<file path="src/sv/uer_pkg.sv">
`timescale 1ns / 1ps
`default_nettype none

package uer_pkg;

  // Sequencer timing, in ticks
  localparam int unsigned PT_W = 4;
  localparam logic [PT_W-1:0] PRE_LOW_TICKS = 4'd2;
  localparam logic [PT_W-1:0] TRIGGER_TICKS = 4'd10;

  // Echo counter and arithmetic widths
  localparam int unsigned COUNT_W   = 24;
  localparam int unsigned HALF_W    = COUNT_W - 1;
  localparam int unsigned SPEED_W   = 17;
  localparam int unsigned TIMEOUT_W = 23;
  localparam int unsigned DIST_W    = 32;
  localparam int unsigned FRAC_W    = 8;
  localparam int unsigned CMP_W     = (HALF_W > TIMEOUT_W) ? HALF_W : TIMEOUT_W;
  localparam int unsigned PROD_W    = HALF_W + SPEED_W;
  localparam int unsigned SHX_W     = (PROD_W - FRAC_W > DIST_W + 1) ?
                                      (PROD_W - FRAC_W) : (DIST_W + 1);

  // Configuration port
  localparam int unsigned CFG_IDX_W  = 1;
  localparam int unsigned CFG_DATA_W = 23;
  localparam logic [CFG_IDX_W-1:0] REG_SPEED   = 1'b0;
  localparam logic [CFG_IDX_W-1:0] REG_TIMEOUT = 1'b1;
  localparam logic [SPEED_W-1:0]   SPEED_RESET   = 17'd87808;
  localparam logic [TIMEOUT_W-1:0] TIMEOUT_RESET = 23'd38000;

  // Stream widths
  localparam int unsigned IN_TDATA_W  = 8;
  localparam int unsigned OUT_TDATA_W = 40;
  localparam int unsigned OUT_USED_W  = 3 + DIST_W;

  // Sequencer result handed to the range stage
  typedef struct packed {
    logic              trig;
    logic              done;
    logic              far;
    logic [HALF_W-1:0] half;
  } uer_ctl_t;

endpackage

`default_nettype wire

</file>
<file path="src/sv/uer_ctrl.sv">
`timescale 1ns / 1ps
`default_nettype none

// Trigger / echo sequencer. Updates phase on every accepted item and registers
// the per-item control result.
module uer_ctrl (
  input  wire logic                           clk_i,
  input  wire logic                           rst_ni,
  input  wire logic                           take_i,
  input  wire logic                           cmd_i,
  input  wire logic                           echo_i,
  input  wire logic [uer_pkg::TIMEOUT_W-1:0]  timeout_i,
  output uer_pkg::uer_ctl_t                   ctl_o
);
  import uer_pkg::*;

  localparam logic [2:0] PH_IDLE   = 3'd0;
  localparam logic [2:0] PH_PRELOW = 3'd1;
  localparam logic [2:0] PH_TRIG   = 3'd2;
  localparam logic [2:0] PH_WAIT   = 3'd3;
  localparam logic [2:0] PH_ECHO   = 3'd4;

  logic [2:0]         phase_q, phase_d;
  logic [PT_W-1:0]    pt_q, pt_d, pt_inc;
  logic [COUNT_W-1:0] et_q, et_d;
  logic [HALF_W-1:0]  half_raw;
  uer_ctl_t           ctl_q, ctl_d;

  assign pt_inc   = pt_q + PT_W'(1);
  assign half_raw = et_q[COUNT_W-1:1];

  always_comb begin
    phase_d = phase_q;
    pt_d    = pt_q;
    et_d    = et_q;
    ctl_d   = '0;
    if (cmd_i) begin
      phase_d = PH_PRELOW;
      pt_d    = '0;
      et_d    = '0;
    end else begin
      unique case (phase_q)
        PH_IDLE: ;
        PH_PRELOW: begin
          pt_d = pt_inc;
          if (pt_inc >= PRE_LOW_TICKS) begin
            phase_d    = PH_TRIG;
            pt_d       = '0;
            ctl_d.trig = 1'b1;
          end
        end
        PH_TRIG: begin
          pt_d = pt_inc;
          if (pt_inc >= TRIGGER_TICKS) begin
            phase_d = PH_WAIT;
            pt_d    = '0;
          end else begin
            ctl_d.trig = 1'b1;
          end
        end
        PH_WAIT: begin
          if (echo_i) begin
            phase_d = PH_ECHO;
            et_d    = COUNT_W'(1);
          end
        end
        PH_ECHO: begin
          if (echo_i) begin
            // counter sticks at all ones
            if (!(&et_q)) et_d = et_q + COUNT_W'(1);
          end else begin
            ctl_d.done = 1'b1;
            if (CMP_W'(half_raw) > CMP_W'(timeout_i)) begin
              ctl_d.far = 1'b1;
            end else begin
              ctl_d.half = half_raw;
            end
            phase_d = PH_IDLE;
            et_d    = '0;
          end
        end
        default: begin
          phase_d = PH_IDLE;
          pt_d    = '0;
          et_d    = '0;
        end
      endcase
    end
  end

  always_ff @(posedge clk_i or negedge rst_ni) begin
    if (!rst_ni) begin
      phase_q <= PH_IDLE;
      pt_q    <= '0;
      et_q    <= '0;
    end else if (take_i) begin
      phase_q <= phase_d;
      pt_q    <= pt_d;
      et_q    <= et_d;
    end
  end

  always_ff @(posedge clk_i) begin
    if (take_i) ctl_q <= ctl_d;
  end

  assign ctl_o = ctl_q;

endmodule

`default_nettype wire

</file>
<file path="src/sv/uer_range.sv">
`timescale 1ns / 1ps
`default_nettype none

// Distance stage: half count times speed, drop fraction, saturate to 32 bits.
module uer_range (
  input  wire logic                          clk_i,
  input  wire logic                          load_i,
  input  uer_pkg::uer_ctl_t                  ctl_i,
  input  wire logic [uer_pkg::SPEED_W-1:0]   speed_i,
  output logic [uer_pkg::OUT_USED_W-1:0]     res_o
);
  import uer_pkg::*;

  logic [PROD_W-1:0]        prod;
  logic [SHX_W-1:0]         shifted;
  logic [DIST_W-1:0]        dist_sat;
  logic [OUT_USED_W-1:0]    res_q;

  // half is zero unless done and within timeout, so dist_sat is zero otherwise
  assign prod     = PROD_W'(ctl_i.half) * PROD_W'(speed_i);
  assign shifted  = SHX_W'(prod >> FRAC_W);
  assign dist_sat = (|shifted[SHX_W-1:DIST_W]) ? '1 : shifted[DIST_W-1:0];

  always_ff @(posedge clk_i) begin
    if (load_i) res_q <= {dist_sat, ctl_i.far, ctl_i.done, ctl_i.trig};
  end

  assign res_o = res_q;

endmodule

`default_nettype wire

</file>
<file path="src/sv/ultrasonic_echo_ranger.sv">
`timescale 1ns / 1ps
`default_nettype none

// Ultrasonic ranging controller. Feed one item per microsecond tick
// (cmd = 0) or a start (cmd = 1), each with the sampled echo pin level; every
// item yields exactly one result carrying the trigger pin level to drive next,
// and on the item where the echo falls, done plus either a distance in
// micrometres ((echo_ticks / 2) * speed_q8 >> 8, saturated to 32 bits) or the
// too_far flag when the half count exceeds timeout_us. The block takes one item
// per clock cycle while m_axis keeps taking results; each result passes through
// the sequencer register, then the 23x17 distance multiplier register, before
// it is offered on m_axis. With m_axis stalled the two stages hold two results
// before s_axis_tready drops.
// Config writes (speed_q8 index 0, timeout_us index 1) belong between items.
module ultrasonic_echo_ranger (
  input  wire logic                              clk_i,
  input  wire logic                              rst_ni,
  input  wire logic                              s_axis_tvalid,
  output logic                                   s_axis_tready,
  // [0] cmd, [1] echo_level, [7:2] zero
  input  wire logic [uer_pkg::IN_TDATA_W-1:0]    s_axis_tdata,
  output logic                                   m_axis_tvalid,
  input  wire logic                              m_axis_tready,
  // [0] trigger_level, [1] done_res, [2] too_far, [34:3] distance_um, [39:35] zero
  output logic [uer_pkg::OUT_TDATA_W-1:0]        m_axis_tdata,
  input  wire logic                              cfg_we_i,
  input  wire logic [uer_pkg::CFG_IDX_W-1:0]     cfg_idx_i,
  input  wire logic [uer_pkg::CFG_DATA_W-1:0]    cfg_data_i
);
  import uer_pkg::*;

  logic [SPEED_W-1:0]    speed_q;
  logic [TIMEOUT_W-1:0]  timeout_q;
  logic                  s1_vld_q, s1_vld_d;
  logic                  out_vld_q, out_vld_d;
  logic                  out_free, s1_adv, in_take;
  uer_ctl_t              ctl;
  logic [OUT_USED_W-1:0] res;

  // Config registers
  always_ff @(posedge clk_i or negedge rst_ni) begin
    if (!rst_ni) begin
      speed_q   <= SPEED_RESET;
      timeout_q <= TIMEOUT_RESET;
    end else if (cfg_we_i) begin
      if (cfg_idx_i == REG_SPEED)   speed_q   <= cfg_data_i[SPEED_W-1:0];
      if (cfg_idx_i == REG_TIMEOUT) timeout_q <= cfg_data_i[TIMEOUT_W-1:0];
    end
  end

  // Two-stage flow control: each stage loads when it is empty or drains
  assign out_free      = !out_vld_q || m_axis_tready;
  assign s1_adv        = s1_vld_q && out_free;
  assign s_axis_tready = !s1_vld_q || out_free;
  assign in_take       = s_axis_tvalid && s_axis_tready;

  always_comb begin
    s1_vld_d = s1_vld_q;
    if (in_take)     s1_vld_d = 1'b1;
    else if (s1_adv) s1_vld_d = 1'b0;
    out_vld_d = out_vld_q;
    if (s1_adv)             out_vld_d = 1'b1;
    else if (m_axis_tready) out_vld_d = 1'b0;
  end

  always_ff @(posedge clk_i or negedge rst_ni) begin
    if (!rst_ni) begin
      s1_vld_q  <= 1'b0;
      out_vld_q <= 1'b0;
    end else begin
      s1_vld_q  <= s1_vld_d;
      out_vld_q <= out_vld_d;
    end
  end

  uer_ctrl u_ctrl (
    .clk_i     (clk_i),
    .rst_ni    (rst_ni),
    .take_i    (in_take),
    .cmd_i     (s_axis_tdata[0]),
    .echo_i    (s_axis_tdata[1]),
    .timeout_i (timeout_q),
    .ctl_o     (ctl)
  );

  uer_range u_range (
    .clk_i   (clk_i),
    .load_i  (s1_adv),
    .ctl_i   (ctl),
    .speed_i (speed_q),
    .res_o   (res)
  );

  assign m_axis_tvalid = out_vld_q;
  assign m_axis_tdata  = OUT_TDATA_W'(res);

endmodule

`default_nettype wire

</file>
<file path="config.mk">
export PLATFORM = sky130hd
export DESIGN_NAME = ultrasonic_echo_ranger
export DESIGN_NICKNAME = d
export VERILOG_FILES = /design/src/sv/uer_pkg.sv /design/src/sv/uer_ctrl.sv /design/src/sv/uer_range.sv /design/src/sv/ultrasonic_echo_ranger.sv
export SDC_FILE = /design/constraint.sdc
export NUM_CORES = 1
export LEC_CHECK = 0
export BUFFER_PORTS_ARGS = -buffer_cell sky130_fd_sc_hd__clkbuf_2
export CORE_MARGIN = 2
export CORE_UTILIZATION = 45
export CTS_BUF_LIST = sky130_fd_sc_hd__clkbuf_4 sky130_fd_sc_hd__clkbuf_8 sky130_fd_sc_hd__clkbuf_16
export DETAILED_ROUTE_END_ITERATION = 16
export GPL_ROUTABILITY_DRIVEN = 0
export GPL_TIMING_DRIVEN = 0
export PLACE_DENSITY_LB_ADDON = 0.08
export SETUP_SLACK_MARGIN = 0.3
export SLEW_MARGIN = 20
export SYNTH_ARGS = -nofsm -noshare
export SYNTH_HDL_FRONTEND = slang
export SYNTH_SLANG_ARGS = --single-unit
</file>
<file path="constraint.sdc">
create_clock -name clk_i -period 8.78 [get_ports clk_i]
set_input_delay 0.878 -clock clk_i [delete_from_list [all_inputs] [get_ports clk_i]]
set_output_delay 0.878 -clock clk_i [all_outputs]
set_load 0.005 [all_outputs]
</file>
==> run summary <==
Async SR Flop Fraction - 54.5%
Crit Path Max Fanout - 10
GR Overflow Total - 0
Final ANT Viol Nets - 0
Clock Pin Slew Worst Setup and Hold Paths - 0.07 ns
Top cells by area, synth - fa_1 34%, edfxtp_1 9.9%, ha_1 9.3%, inv_1 8.3%, dfrtp_1 8.2%
Worst R2R Start - speed_q[4]
Post-CTS sizing - 0
Final wirelength - 47.4 mm
Layout overhead on the synthesized area - 9.02%
Cell area after synthesis - 18500 sq um
Yosys top cell by area - fa_1
Register area - 3670 sq um
Final period utilization - 85.3%
Largest net degree at the start of global routing - 43
Global Route Usage Sum - 24.4%
Startpoint Class - flip-flop
Finish-stage setup viols - 0
Crit Reg-Reg Endpoint - u_range.res_o[28]
Yosys warnings - 0
Initial antenna violation count - 0
Post-CTS Setup Bufs - 0
Synthesized area per cell - 9.45 sq um
Critical Path End Type - flip-flop
Hold Path Depth - 0
First-pass GRT wire length - 77.1 mm
Vias in the first global route - 14300
Clock buffer count from CTS - 17
Vias - 13400
CTS root buf - clkbuf_16
Worst reg-to-reg path cell count - 18
Core area - 40700 sq um
Sink Count - 134
CTS HTree Levels - 4
Met2 Usage GRT - 41.3%
1st-pass router iterations - 5
Hold path startpoint - u_ctrl.ctl_o[24]
Die Y - 207 um
Final Skew - 0.0136 ns
Tmin final - 7.49 ns
Detailed Place HPWL - 39.0 mm
Max Cap Viol - 0
Worst-Margin Slew - 1.04 ns
Die ar. - 42800 sq um
GRT met3 Usage - 5.12%
RSZ-0062 raised after global routing - no
Mapped Cells - 1959
Buf/Inv on CP - 4
CP cell instances - clkbuf_1, nand2_1, fa_1, fa_1, inv_1, fa_1, ha_1, inv_1, fa_1, inv_1, fa_1, ha_1, a211oi_1, a21boi_0, a2111oi_0, a311o_1, a41o_1, o311a_1
Critical Path Most Common Cell - fa_1
Die width - 207 um
Synth unique cells - 67
Register bit total from synthesis - 134
GRT Max-Usage Layer - met2
CP max stage delay - 0.75 ns
# nets final - 2538
# diodes - 0
Worst min path class - reg -> reg
Initial Util - 45.4%
Setup TNS - 0 ns
Max-slew violations - 0
Multi-input gate area - 12900 sq um
Fill cells - 4016
CTS tree - built
Synth top area share - 33.8%
Main synth FF type - edfxtp_1
Kind of critical path - reg -> reg
R2R setup slack - 1.29 ns
Boundary Pins - 79
Crit path from - speed_q[4]
Rows - 74
Number of synthesized flops with an enable pin - 61
Endpoints failing hold - 0
Layout cells sized above 1 - 8.53%
Worst slew margin - 30.0%
Critical-path top delay cell - a21boi_0
Port-buffer cells - 67
Hold EP - u_range.res_o[1]
Status - completed
Wire per inst - 18.3 um
Largest buffer count on any clock path - 2
Met1 usage in global routing - 30.5%
Drt initial violations - 740
Req. time, crit path - 9.01 ns
CTS Hold Bufs - 0
Sequential area share after synthesis - 19.9%
Clock latency on the worst-skew pair - 0.47 ns
Fmax - 133 MHz
CP arrival - 7.72 ns
Post-route DRC - 0
Via density - 5.16
CP delay by family, top - adder cells
-- worst max-delay path by stage --
stage,end,depth (start not counted)
4_1_cts,u_range.res_o[28],18
3_5_place_dp,u_range.res_o[28],18
5_1_grt,u_range.res_o[34],20
2_1_floorplan,u_range.res_o[28],18
6_report,u_range.res_o[28],18
3_3_place_gp,u_range.res_o[28],18
-- layer usage --
| metal | vias to the layer above | wire (um) |
|---|---|---|
| li1 | 6217 | - |
| met1 | 6782 | 20300 |
| met2 | 313 | 23000 |
| met3 | 75 | 2390 |
| met4 | 0 | 1770 |
| met5 | - | 0 |
-- cell usage in the layout, fill, tap and decap left out, types with 4 or more instances in the layout --
cell	instances
dfstp_2	12
inv_1	408
edfxtp_1	61
clkbuf_1	76
a31oi_1	12
nand3_1	18
clkbuf_16	19
dfrtp_1	61
conb_1	5
xor2_1	14
a21o_1	24
nor2b_1	6
nand2b_1	8
buf_4	5
fa_1	312
mux2_2	42
a21oi_1	40
inv_8	4
nand2_1	300
o21ai_0	44
nand4_1	15
clkbuf_2	67
and4_1	4
a211oi_1	4
and2_1	176
nor2_1	46
nor3_1	14
and3_1	16
or3_1	9
a311oi_1	4
buf_2	6
ha_1	138
o31ai_1	11
xnor2_1	20
-- cells in the mapped netlist, drive strengths merged (3+ instances only) --
cell    number
a211oi       4
o21ai       45
a311oi       4
nand2      300
nand2b       8
a21oi       40
a31oi       12
nand4       15
o31ai       11
nor2b        6
edfxtp      61
buf         14
fa         312
or4          3
and2       177
nor2        46
nor3        14
dfstp       12
xnor2       20
or3          9
dfrtp       61
ha         138
clkbuf      77
a21o        24
and4         4
mux2        42
inv        409
xor2        14
and3        16
o41ai        3
nand3       18
-- sequential cells by signal (all words and copies together) (netlist names) --
| register | count |
|---|---|
| speed_q | 17 |
| u_ctrl.pt_q | 4 |
| u_ctrl.et_q | 24 |
| u_range.res_o | 35 |
| m_axis_tvalid | 1 |
| u_ctrl.phase_q | 3 |
| u_ctrl.ctl_o | 26 |
| s1_vld_q | 1 |
| timeout_q | 23 |
-- worst register-to-register path: stages (launching register included) --
cell and delay [ns]:
dfrtp_1 0.53, clkbuf_1 0.68, nand2_1 0.18, fa_1 0.53, fa_1 0.49, inv_1 0.06, fa_1 0.45, ha_1 0.29
inv_1 0.05, fa_1 0.53, inv_1 0.06, fa_1 0.48, ha_1 0.36, a211oi_1 0.29, a21boi_0 0.75, a2111oi_0 0.32
a311o_1 0.48, a41o_1 0.36, o311a_1 0.36
-- stage by stage --
| stage | instance area (sq um) | hold slack (ns) | setup WS [ns] | utilization [%] | cells |
|---|---|---|---|---|---|
| finish | 20200 | 0.424 | 1.29 | 49.5 | 2596 |
| global route | 20200 | 0.426 | 0.862 | 49.5 | 2596 |
| CTS | 20200 | 0.420 | 1.33 | 49.5 | 2596 |
| detailed placement | 19600 | 0.413 | 1.36 | 48.0 | 2564 |
| global placement | 19500 | 0.401 | 1.38 | 47.9 | 2562 |
| floorplan | 18500 | 0.400 | 2.62 | - | 1963 |
-- logic make-up after synthesis --
group           after synthesis  synth area share, %
buf+inv                     500                 10.3
compound gates              170                 6.04
simple gates                627                 16.5
fa+ha+maj                   450                 43.1
flops                       134                 19.9
mux                          43                 2.61
xor+xnor                     34                 1.61
other cells                   1               0.0203
-- final cells by class --
cell class	instances	share of cell area [%]
well taps	532	3.30
plain buffers	91	1.83
multi-input cells	1329	64.2
repair buffers	69	1.87
clock buffers	19	2.36
flip-flops and latches	134	18.2
inverters	409	7.61
clock inverters	13	0.664
Power is not shown: default switching activity piles up to over one toggle a cycle in this logic, so the estimate is an artifact.
